## src/sv/unit_normal_unpack_core_defines.svh

```systemverilog
`ifndef UNIT_NORMAL_UNPACK_CORE_DEFINES_SVH
`define UNIT_NORMAL_UNPACK_CORE_DEFINES_SVH

// same-cycle implication, sampled on clk, off while rst_n is low
`define UNU_ASSERT_IMPL(lbl, ante, cons, msg) \
  lbl: assert property (@(posedge clk) disable iff (!rst_n) (ante) |-> (cons)) \
    else $error(msg);

// next-cycle implication, sampled on clk, off while rst_n is low
`define UNU_ASSERT_NEXT(lbl, ante, cons, msg) \
  lbl: assert property (@(posedge clk) disable iff (!rst_n) (ante) |=> (cons)) \
    else $error(msg);

`endif

```

## src/sv/unu_pkg.sv

```systemverilog
package unu_pkg;

  localparam int COMPONENT_BITS_DEF = 14;
  localparam int QUEUE_DEPTH_DEF    = 4;
  localparam int PACKED_W           = 31;
  localparam int PAD_W              = 33;
  localparam int OUT_W              = 15;

  typedef struct packed {
    logic full;
    logic empty;
  } q_status_t;

  // two's complement negate on request, wraps to the output width
  function automatic logic [OUT_W-1:0] apply_sign(input logic [OUT_W-1:0] mag,
                                                  input logic neg);
    apply_sign = neg ? (~mag + 1'b1) : mag;
  endfunction

endpackage

```

## src/sv/unit_normal_unpack_core.sv

```systemverilog
// unit normal decode: packed x/z magnitudes and three signs in, signed x, y, z out
// input channel: in_valid / in_ready with in_packed_normal, one transaction per normal
// output channel: out_valid / out_ready with out_x_component, out_y_component and
//   out_z_component, signed, in units of 1/(2^COMPONENT_BITS - 1)
// y magnitude is the floor square root of the remaining length, zero when none is left
// throughput: one transaction per cycle on each side in steady state while out_ready stays high
// path from input to output transaction: two front stages (squares, then sum), one
//   queue slot, one square root stage per root bit, then the output register
// the front and the square root pipeline are split by a QUEUE_DEPTH entry queue; the
//   front stalls only when the queue is full, so in_ready never depends on out_ready
// when the receiver holds out_ready low with out_valid high, the output and the whole
//   root pipeline hold, the queue fills, and then in_ready drops
// reset clears all valid state and the queue; no output transaction is pending after it
`include "unit_normal_unpack_core_defines.svh"

module unit_normal_unpack_core
  import unu_pkg::*;
#(
  parameter int COMPONENT_BITS = COMPONENT_BITS_DEF,
  parameter int QUEUE_DEPTH    = QUEUE_DEPTH_DEF
) (
  input  logic                    clk,
  input  logic                    rst_n,
  input  logic                    in_valid,
  output logic                    in_ready,
  input  logic [PACKED_W-1:0]     in_packed_normal,
  output logic                    out_valid,
  input  logic                    out_ready,
  output logic signed [OUT_W-1:0] out_x_component,
  output logic signed [OUT_W-1:0] out_y_component,
  output logic signed [OUT_W-1:0] out_z_component
);

  localparam int ENTRY_W = 2 * OUT_W + 1 + 2 * COMPONENT_BITS;

  q_status_t          q_stat;
  logic               q_push;
  logic               q_pop;
  logic [ENTRY_W-1:0] q_push_data;
  logic [ENTRY_W-1:0] q_pop_data;

  unu_front #(
    .COMPONENT_BITS(COMPONENT_BITS)
  ) u_front (
    .clk             (clk),
    .rst_n           (rst_n),
    .in_valid        (in_valid),
    .in_ready        (in_ready),
    .in_packed_normal(in_packed_normal),
    .q_stat          (q_stat),
    .push            (q_push),
    .push_data       (q_push_data)
  );

  unu_queue #(
    .DATA_W(ENTRY_W),
    .DEPTH (QUEUE_DEPTH)
  ) u_queue (
    .clk      (clk),
    .rst_n    (rst_n),
    .push     (q_push),
    .push_data(q_push_data),
    .pop      (q_pop),
    .pop_data (q_pop_data),
    .q_stat   (q_stat)
  );

  unu_back #(
    .COMPONENT_BITS(COMPONENT_BITS)
  ) u_back (
    .clk            (clk),
    .rst_n          (rst_n),
    .q_stat         (q_stat),
    .pop            (q_pop),
    .pop_data       (q_pop_data),
    .out_valid      (out_valid),
    .out_ready      (out_ready),
    .out_x_component(out_x_component),
    .out_y_component(out_y_component),
    .out_z_component(out_z_component)
  );

  `UNU_ASSERT_IMPL(a_queue_full_not_empty, q_stat.full, !q_stat.empty, "queue full and empty")
  `UNU_ASSERT_NEXT(a_full_stall_holds, q_stat.full && out_valid && !out_ready, !in_ready, "input taken while queue full and output stalled")
  `UNU_ASSERT_NEXT(a_empty_no_push_stays, q_stat.empty && !q_push, q_stat.empty, "queue left empty without a push")

endmodule

```

## src/sv/unu_queue.sv

```systemverilog
module unu_queue
  import unu_pkg::*;
#(
  parameter int DATA_W = 61,
  parameter int DEPTH  = QUEUE_DEPTH_DEF
) (
  input  logic              clk,
  input  logic              rst_n,
  input  logic              push,
  input  logic [DATA_W-1:0] push_data,
  input  logic              pop,
  output logic [DATA_W-1:0] pop_data,
  output q_status_t         q_stat
);

  localparam int PTR_W = (DEPTH > 1) ? $clog2(DEPTH) : 1;
  localparam int CNT_W = $clog2(DEPTH + 1);

  logic [DATA_W-1:0] mem_r [DEPTH];
  logic [PTR_W-1:0]  wr_ptr_r, wr_ptr_nxt;
  logic [PTR_W-1:0]  rd_ptr_r, rd_ptr_nxt;
  logic [CNT_W-1:0]  count_r, count_nxt;

  assign q_stat.full  = (count_r == CNT_W'(DEPTH));
  assign q_stat.empty = (count_r == '0);
  assign pop_data     = mem_r[rd_ptr_r];

  always_comb begin
    wr_ptr_nxt = wr_ptr_r;
    rd_ptr_nxt = rd_ptr_r;
    if (push) begin
      wr_ptr_nxt = (wr_ptr_r == PTR_W'(DEPTH - 1)) ? '0 : wr_ptr_r + 1'b1;
    end
    if (pop) begin
      rd_ptr_nxt = (rd_ptr_r == PTR_W'(DEPTH - 1)) ? '0 : rd_ptr_r + 1'b1;
    end
    case ({push, pop})
      2'b10:   count_nxt = count_r + 1'b1;
      2'b01:   count_nxt = count_r - 1'b1;
      default: count_nxt = count_r;
    endcase
  end

  always_ff @(posedge clk) begin
    if (!rst_n) begin
      wr_ptr_r <= '0;
      rd_ptr_r <= '0;
      count_r  <= '0;
    end else begin
      wr_ptr_r <= wr_ptr_nxt;
      rd_ptr_r <= rd_ptr_nxt;
      count_r  <= count_nxt;
    end
  end

  always_ff @(posedge clk) begin
    if (push) begin
      mem_r[wr_ptr_r] <= push_data;
    end
  end

endmodule

```

## src/sv/unu_front.sv

```systemverilog
module unu_front
  import unu_pkg::*;
#(
  parameter int COMPONENT_BITS = COMPONENT_BITS_DEF
) (
  input  logic                                   clk,
  input  logic                                   rst_n,
  input  logic                                   in_valid,
  output logic                                   in_ready,
  input  logic [PACKED_W-1:0]                    in_packed_normal,
  input  q_status_t                              q_stat,
  output logic                                   push,
  output logic [2*OUT_W+2*COMPONENT_BITS:0]      push_data
);

  localparam int B     = COMPONENT_BITS;
  localparam int RAD_W = 2 * B;
  localparam int M     = (1 << B) - 1;
  localparam logic [RAD_W-1:0] FULL = RAD_W'(M * M);

  logic [PAD_W-1:0] word;
  logic [B-1:0]     xm, zm;
  logic             xs, zs, ys;
  logic             front_en;

  logic             va_r;
  logic [RAD_W-1:0] xsq_r, zsq_r;
  logic [OUT_W-1:0] xc_a_r, zc_a_r;
  logic             ys_a_r;

  logic             vb_r;
  logic [RAD_W:0]   used_r;
  logic [OUT_W-1:0] xc_b_r, zc_b_r;
  logic             ys_b_r;

  logic [RAD_W:0]   diff;
  logic             positive;
  logic [RAD_W-1:0] rad;

  assign word = PAD_W'(in_packed_normal);
  assign xm   = word[B-1:0];
  assign xs   = word[B];
  assign zm   = word[2*B:B+1];
  assign zs   = word[2*B+1];
  assign ys   = word[2*B+2];

  assign front_en = !q_stat.full;
  assign in_ready = front_en;

  // squares
  always_ff @(posedge clk) begin
    if (!rst_n) begin
      va_r <= 1'b0;
    end else if (front_en) begin
      va_r <= in_valid;
    end
  end

  always_ff @(posedge clk) begin
    if (front_en) begin
      xsq_r  <= RAD_W'(xm) * RAD_W'(xm);
      zsq_r  <= RAD_W'(zm) * RAD_W'(zm);
      xc_a_r <= apply_sign(OUT_W'(xm), xs);
      zc_a_r <= apply_sign(OUT_W'(zm), zs);
      ys_a_r <= ys;
    end
  end

  // sum of squares
  always_ff @(posedge clk) begin
    if (!rst_n) begin
      vb_r <= 1'b0;
    end else if (front_en) begin
      vb_r <= va_r;
    end
  end

  always_ff @(posedge clk) begin
    if (front_en) begin
      used_r <= {1'b0, xsq_r} + {1'b0, zsq_r};
      xc_b_r <= xc_a_r;
      zc_b_r <= zc_a_r;
      ys_b_r <= ys_a_r;
    end
  end

  // radicand, zero when the remainder is not positive
  assign diff      = {1'b0, FULL} - used_r;
  assign positive  = used_r < {1'b0, FULL};
  assign rad       = positive ? diff[RAD_W-1:0] : '0;

  assign push      = front_en && vb_r;
  assign push_data = {xc_b_r, zc_b_r, ys_b_r, rad};

endmodule

```

## src/sv/unu_back.sv

```systemverilog
module unu_back
  import unu_pkg::*;
#(
  parameter int COMPONENT_BITS = COMPONENT_BITS_DEF
) (
  input  logic                              clk,
  input  logic                              rst_n,
  input  q_status_t                         q_stat,
  output logic                              pop,
  input  logic [2*OUT_W+2*COMPONENT_BITS:0] pop_data,
  output logic                              out_valid,
  input  logic                              out_ready,
  output logic signed [OUT_W-1:0]           out_x_component,
  output logic signed [OUT_W-1:0]           out_y_component,
  output logic signed [OUT_W-1:0]           out_z_component
);

  localparam int B     = COMPONENT_BITS;
  localparam int RAD_W = 2 * B;
  localparam int TRW   = RAD_W + 1;

  logic             back_en;
  logic [OUT_W-1:0] q_xc, q_zc;
  logic             q_ys;
  logic [RAD_W-1:0] q_rad;

  logic             sv_r   [B];
  logic [RAD_W-1:0] rem_r  [B];
  logic [B-1:0]     root_r [B];
  logic [OUT_W-1:0] sx_r   [B];
  logic [OUT_W-1:0] sz_r   [B];
  logic             sys_r  [B];

  logic             out_valid_r;
  logic [OUT_W-1:0] out_x_r, out_y_r, out_z_r;

  assign back_en = !out_valid_r || out_ready;
  assign pop     = back_en && !q_stat.empty;
  assign {q_xc, q_zc, q_ys, q_rad} = pop_data;

  // one root bit per stage, most significant first
  for (genvar s = 0; s < B; s++) begin : g_stage
    localparam int BIT = B - 1 - s;
    logic             v_in;
    logic [RAD_W-1:0] rem_in;
    logic [B-1:0]     root_in;
    logic [OUT_W-1:0] xc_in, zc_in;
    logic             ys_in;
    logic [TRW-1:0]   trial;
    logic             take;

    if (s == 0) begin : g_first
      assign v_in    = pop;
      assign rem_in  = q_rad;
      assign root_in = '0;
      assign xc_in   = q_xc;
      assign zc_in   = q_zc;
      assign ys_in   = q_ys;
    end else begin : g_next
      assign v_in    = sv_r[s-1];
      assign rem_in  = rem_r[s-1];
      assign root_in = root_r[s-1];
      assign xc_in   = sx_r[s-1];
      assign zc_in   = sz_r[s-1];
      assign ys_in   = sys_r[s-1];
    end

    assign trial = (TRW'(root_in) << (BIT + 1)) | (TRW'(1) << (2 * BIT));
    assign take  = {1'b0, rem_in} >= trial;

    always_ff @(posedge clk) begin
      if (!rst_n) begin
        sv_r[s] <= 1'b0;
      end else if (back_en) begin
        sv_r[s] <= v_in;
      end
    end

    always_ff @(posedge clk) begin
      if (back_en) begin
        rem_r[s]  <= take ? rem_in - trial[RAD_W-1:0] : rem_in;
        root_r[s] <= take ? (root_in | (B'(1) << BIT)) : root_in;
        sx_r[s]   <= xc_in;
        sz_r[s]   <= zc_in;
        sys_r[s]  <= ys_in;
      end
    end
  end

  // output register
  always_ff @(posedge clk) begin
    if (!rst_n) begin
      out_valid_r <= 1'b0;
    end else if (back_en) begin
      out_valid_r <= sv_r[B-1];
    end
  end

  always_ff @(posedge clk) begin
    if (back_en) begin
      out_x_r <= sx_r[B-1];
      out_y_r <= apply_sign(OUT_W'(root_r[B-1]), sys_r[B-1]);
      out_z_r <= sz_r[B-1];
    end
  end

  assign out_valid       = out_valid_r;
  assign out_x_component = $signed(out_x_r);
  assign out_y_component = $signed(out_y_r);
  assign out_z_component = $signed(out_z_r);

endmodule

```

## config.mk

```make
export PLATFORM = sky130hd
export DESIGN_NAME = unit_normal_unpack_core
export DESIGN_NICKNAME = d
export VERILOG_FILES = /design/src/sv/unu_pkg.sv /design/src/sv/unit_normal_unpack_core.sv /design/src/sv/unu_queue.sv /design/src/sv/unu_front.sv /design/src/sv/unu_back.sv
export VERILOG_INCLUDE_DIRS = /design/src /design/src/sv
export SDC_FILE = /design/constraint.sdc
export NUM_CORES = 2
export LEC_CHECK = 0
export BUFFER_PORTS_ARGS = -buffer_cell sky130_fd_sc_hd__buf_2
export CORE_ASPECT_RATIO = 0.8
export CORE_UTILIZATION = 57
export CTS_CLUSTER_DIAMETER = 60
export DETAILED_ROUTE_END_ITERATION = 16
export HOLD_SLACK_MARGIN = 0.02
export PLACE_DENSITY_LB_ADDON = 0.08
export SLEW_MARGIN = 20
export SYNTH_ARGS = -nofsm -noshare
export SYNTH_HDL_FRONTEND = slang
export SYNTH_SLANG_ARGS = --single-unit
```

## constraint.sdc

```tcl
create_clock -name clk -period 36.4 [get_ports clk]
set_clock_uncertainty 0.05 [all_clocks]
set_input_delay 7.28 -clock clk [delete_from_list [all_inputs] [get_ports clk]]
set_output_delay 7.28 -clock clk [all_outputs]
set_load 0.02 [all_outputs]
```

# After elaboration in Yosys (flattened, before gate mapping)
# Memory sizes are Yosys's and may differ from the RTL's. A register that Yosys moved wholly into a read port is not among the register bits.
# Index checks and enable logic that the tools add are counted.
[totals] in_bits=35 elab_cells=154 reg_bits=171 ram_bits=1272 out_inout_bits=47 mem_count=7
[classes] n_mux=58 addsub=23 n_eq_ne=5 n_reduce_logical=9 mul=2 bitwise_logic=17 n_lt_le_gt_ge=15
[memory_table] name="u_back.rem_r" words=14 width=28 read_ports=13 rd_clocked_by_memory_dff=0 write_ports=14 line="unu_back.sv:28" rtl="logic [RAD_W-1:0] rem_r [B];"
[memory_table] name="u_queue.mem_r" words=4 width=59 read_ports=1 rd_clocked_by_memory_dff=1 write_ports=1 line="unu_queue.sv:19" rtl="logic [DATA_W-1:0] mem_r [DEPTH];"
[memory_table] name="u_back.sx_r" words=14 width=15 read_ports=14 rd_clocked_by_memory_dff=1 write_ports=14 line="unu_back.sv:30" rtl="logic [OUT_W-1:0] sx_r [B];"
[memory_table] name="u_back.sz_r" words=14 width=15 read_ports=14 rd_clocked_by_memory_dff=1 write_ports=14 line="unu_back.sv:31" rtl="logic [OUT_W-1:0] sz_r [B];"
[memory_table] name="u_back.root_r" words=14 width=14 read_ports=14 rd_clocked_by_memory_dff=0 write_ports=14 line="unu_back.sv:29" rtl="logic [B-1:0] root_r [B];"
[memory_table] name="u_back.sv_r" words=14 width=1 read_ports=14 rd_clocked_by_memory_dff=1 write_ports=14 line="unu_back.sv:27" rtl="logic sv_r [B];"
[memory_table] name="+1 memories"
[op_table] cell="28-bit two-way mux" n=15
[op_table] cell="14-bit by 14-bit multiplier with 28-bit output" n=2
[op_table] cell="14-bit two-way mux" n=4
[op_table] cell="15-bit by 1-bit adder with 15-bit output, second input constant" n=3
[op_table] cell="14-bit NOT with 15-bit output" n=3
[op_table] cell="28-bit by 28-bit adder with 29-bit output" n=1
[op_table] cell="29-bit by 28-bit less-than comparator with 1-bit output, second input constant" n=1
[op_table] cell="28-bit by 15-bit >= comparator with 1-bit output" n=1
[op_table] cell="28-bit by 16-bit >= comparator with 1-bit output" n=1
[op_table] cell="28-bit by 17-bit >= comparator with 1-bit output" n=1
[op_table] cell="28-bit by 18-bit >= comparator with 1-bit output" n=1
[op_table] cell="28-bit by 19-bit >= comparator with 1-bit output" n=1
[op_table] cell="28-bit by 20-bit >= comparator with 1-bit output" n=1
[op_table] cell="28-bit by 21-bit >= comparator with 1-bit output" n=1
[op_table] cell="28-bit by 22-bit >= comparator with 1-bit output" n=1
[op_table] cell="28-bit by 23-bit >= comparator with 1-bit output" n=1
[op_table] cell="28-bit by 24-bit >= comparator with 1-bit output" n=1
[op_table] cell="28-bit by 25-bit >= comparator with 1-bit output" n=1
[op_table] cell="28-bit by 26-bit >= comparator with 1-bit output" n=1
[op_table] cell="28-bit by 27-bit >= comparator with 1-bit output" n=1
[op_table] cell="28-bit by 27-bit >= comparator with 1-bit output, second input constant" n=1
[op_table] cell="28-bit by 15-bit subtractor with 28-bit output" n=1
[op_table] cell="28-bit by 16-bit subtractor with 28-bit output" n=1
[op_table] cell="28-bit by 17-bit subtractor with 28-bit output" n=1
[op_table] cell="other kinds (38)" n=83

# Longest topological paths before layout
[logic_depth] word_depth=6 depth_mapped=24 ltp_nobuf=23

# Cells and area by module
# From an unflattened synthesis, not the netlist that was laid out.
[hier_totals] cells_unflattened=4447 area_unflattened_um2=64401.8
[by_module_without_submodules] module="unu_back" n_inst=1 cells_per_inst=2208 seq_area_each_um2=28897.7 area_per_inst_um2=37033.0
[by_module_without_submodules] module="unu_front" n_inst=1 cells_per_inst=1883 seq_area_each_um2=4334.2 area_per_inst_um2=18377.6
[by_module_without_submodules] module="unu_queue" n_inst=1 cells_per_inst=356 seq_area_each_um2=7267.0 area_per_inst_um2=8991.1

# Worst setup path before layout
# Ideal clock, no wire load.
[synth_path] path_kind="input to register" from="input port out_ready" to="memory u_back.sv_r[1] (data pin)" slack_ns=1.024 stages=4 setup_ns=0.298 required_time_ns=36.052 arrival_time_ns=35.028 n_path_buf=1 path_cell_list="nor2b_1 -> inv_1 -> clkbuf_1 -> and3_1"
[synth_lines] item="start: declaration" line="unit_normal_unpack_core.sv:28" rtl="input logic out_ready,"
[synth_lines] item="end: declaration" line="unu_back.sv:27"

# Worst setup path after layout
[layout_path] from="input port in_packed_normal[24]" to="register u_front.zsq_r[26] (data pin)"
[layout_via] elab_chain_cells=1
[layout_rtl] item="start: declaration" line="unit_normal_unpack_core.sv:26" rtl="input logic [PACKED_W-1:0] in_packed_normal,"
[layout_rtl] item="14-bit by 14-bit multiplier with 28-bit output" line="unu_front.sv:62" rtl="zsq_r <= RAD_W'(zm) * RAD_W'(zm);"
[layout_rtl] item="end signal: assignment" line="unu_front.sv:62"
[layout_rtl] item="end: declaration" line="unu_front.sv:27" rtl="logic [RAD_W-1:0] xsq_r, zsq_r;"
# Every way passes these cells.
# A chain may end at the register's enable or synchronous reset.

==> metrics.cfg <==
[layout]
nets=5144
area_delta_synth_final_pct=9.873
drive_above_1_share_pct=8.588
n_fill_cell=8243
antenna_cells=0

[critical_path]
path_class=in -> reg
critical_path_required_ns=36.84
path_cells=buf_2, nand2_1, fa_1, fa_1, inv_1, fa_1, fa_1, fa_1, inv_1, fa_1, inv_1, ha_1, and3_1, and2_1, a221oi_1, o221ai_1, a311o_1, a41o_1, a21oi_1, xnor2_1
cp_slowest_cell=fa_1
start_kind=input pin
end_kind=register
arrival_ns=13.48
cp_max_fo=18
cp_slowest_stage_delay_ns=0.54
path_common_cell=fa_1

[synthesis]
synthTopCellsByArea=edfxtp_1 63%, fa_1 7.2%, ha_1 6.7%
ys_seq_area_share_pct=63.27
syn-cell-area_um2=64010
yosys.area.top_type=edfxtp_1
synth.distinct_cells=74
syn_nets=5005
synth.avg_cell_area_um2=14.56
yosysMostFrequentCell=edfxtp_1
yosys_warnings=0
synthArstFlopShare_pct=0
synth_ff_type=edfxtp_1
synth_edf_count=1340
ys_top_cells_by_count=1340 x edfxtp_1, 523 x inv_1, 341 x ha_1
syn_inst=4398
synth_top_area_share_pct=62.86
synth_seq_cells=1353

[detailed_routing]
drtPass1Iterations=5
finalWirelength_um=105900
drt.antenna.violating_nets=0
via_count=33390
drc=0
drtIter0Drc=2379
drt-vias-per-instance=5.434
routedWlPerCell_um=17.23

[placement]
port_buffers=81
dp_hpwl_um=72690
place.gp.congestion=0.8290

[cts]
ctsRootBufferMaster=clkbuf_16
clockBufferDepth=3
clkTransAtPathRegs_ns=0.06
cts_tree=built
clk_latency_ns=0.73
cts_resized=0
h-tree-depth=4
clock_sinks=1353
cts_made_buffers=135
cts-hold-fix-buffers=0
post_cts.repair.setup_buffers=0

[floorplan]
die_h_um=301.7
core-area_um2=110900
pin_count=82
rows=109
initial_core_util_pct=57.73
die_area_um2=113700
die_w_um=376.7

[min_path]
min_path_type=reg -> reg

[timing]
rsz0062_at_grt=false
finalSetupViolCount=0
slew_headroom_pct=24.08
post-route-period-util_pct=35.82
min_period_ns=13.04
setup_tns_ns=0
clock.fmax_ghz=0.07669
tightest_slew_ns=1.128
slew_viol_final=0
finalHoldViolCount=0

[status]
status=completed

[grt]
grt_pass1_vias=32990
grt_max_degree=183
grt_pass1_wl_um=171700
grt_overflow_total=0
grt_util_all_layers_pct=19.03
antenna_found_initial=2

[job]
maxCapViolCount=0

[power_and_ir_drop]
max-vdd-ir-drop_v=0.00009102
leakage_nw=28.69
p_per_area_nw_per_um2=92.81
power.total_mw=6.528

## report_power, final
part | internal, mW | switching [mW] | total, mW
Clock | 0.740 | 0.572 | 1.31
Combinational | 1.02 | 1.29 | 2.32
Sequential | 2.61 | 0.293 | 2.90
Total | 4.37 | 2.16 | 6.53
## placed cells by master, fill, tap and decap left out, types with 74 or more instances in the layout
| cell type | instances |
|---|---|
| ha_1 | 341 |
| inv_1 | 522 |
| a21o_1 | 74 |
| clkbuf_16 | 136 |
| fa_1 | 231 |
| a21oi_1 | 134 |
| o21ai_0 | 139 |
| xnor2_1 | 170 |
| buf_2 | 81 |
| nand2_1 | 286 |
| edfxtp_1 | 1340 |
| nor2_1 | 179 |
| xor2_1 | 117 |
## cells by family after synthesis
| family | count (synthesis) | synth area share [%] |
|---|---|---|
| AND/OR/NAND/NOR | 931 | 7.289 |
| XOR/XNOR | 287 | 3.927 |
| flip-flops | 1353 | 63.27 |
| AO/OA/AOI/OAI | 547 | 5.443 |
| adder cells (fa/ha/maj) | 572 | 13.89 |
| multiplexers | 82 | 2.449 |
| buffers and inverters | 626 | 3.737 |
## path summary, 6_finish.rpt
path | startpoint | end | slack, ns | cells after the start
setup / recovery | in_packed_normal[24] | u_front.zsq_r[26] | 23.36 | 20
hold / removal | u_back.sz_r[3][5] | u_back.sz_r[4][5] | 0.35 | 0
setup reg to reg | u_back.out_valid | u_back.sz_r[0][10] | 29.57 | 8
hold reg to reg | u_back.sz_r[3][5] | u_back.sz_r[4][5] | 0.35 | 0
## sequential cells by signal (all words and copies together), names as in the netlist, 2 cells and up, named ones only
name                    cells
u_back.out_x_component     15
u_back.out_y_component     15
u_back.out_z_component     15
u_back.rem_r              364
u_back.root_r             105
u_back.sv_r                14
u_back.sx_r               210
u_back.sys_r               14
u_back.sz_r               210
u_front.used_r             29
u_front.xc_a_r             15
u_front.xc_b_r             15
u_front.xsq_r              26
u_front.zc_a_r             15
u_front.zc_b_r             15
u_front.zsq_r              26
u_queue.count_r             3
u_queue.mem_r             236
u_queue.rd_ptr_r            2
u_queue.wr_ptr_r            2
## area by class of cell
class	instances	area, um2	area share, %
clock inverter	79	688.2	0.9784
multi-input combinational	2419	21150	30.07
tap	1498	1874	2.665
inverter	524	1974	2.807
clock buffer	167	3530	5.018
timing repair buffer	104	610.6	0.8681
sequential	1353	40500	57.59
## metal layers
metal,vias to the layer above,part of all wire (%),global-route usage (%)
li1,16170,-,-
met1,16490,46,26.89
met2,558,48,30.95
met3,167,4.1,3.116
met4,4,2.0,5.217
met5,-,0.020,0
## critical path: cells and delay by family
family	cells	cell delay, ns
xor+xnor	1	0.08
simple gates	3	0.64
buf+inv	4	0.56
compound gates	5	1.44
fa+ha+maj	7	3.48
## stage by stage
step	hold slack (ns)	utilization (%)	cell area, um2	instances	setup WS [ns]
2_1_floorplan	0.3503	-	64010	4398	1.024
3_3_place_gp	0.3501	59.59	66080	5897	22.59
3_5_place_dp	0.3545	59.60	66080	5897	22.48
4_1_cts	0.3503	63.40	70300	6143	23.27
5_1_grt	0.3556	63.43	70330	6144	22.86
6_report	0.3539	63.43	70330	6144	23.36
Power figures use the tool's default switching activity.
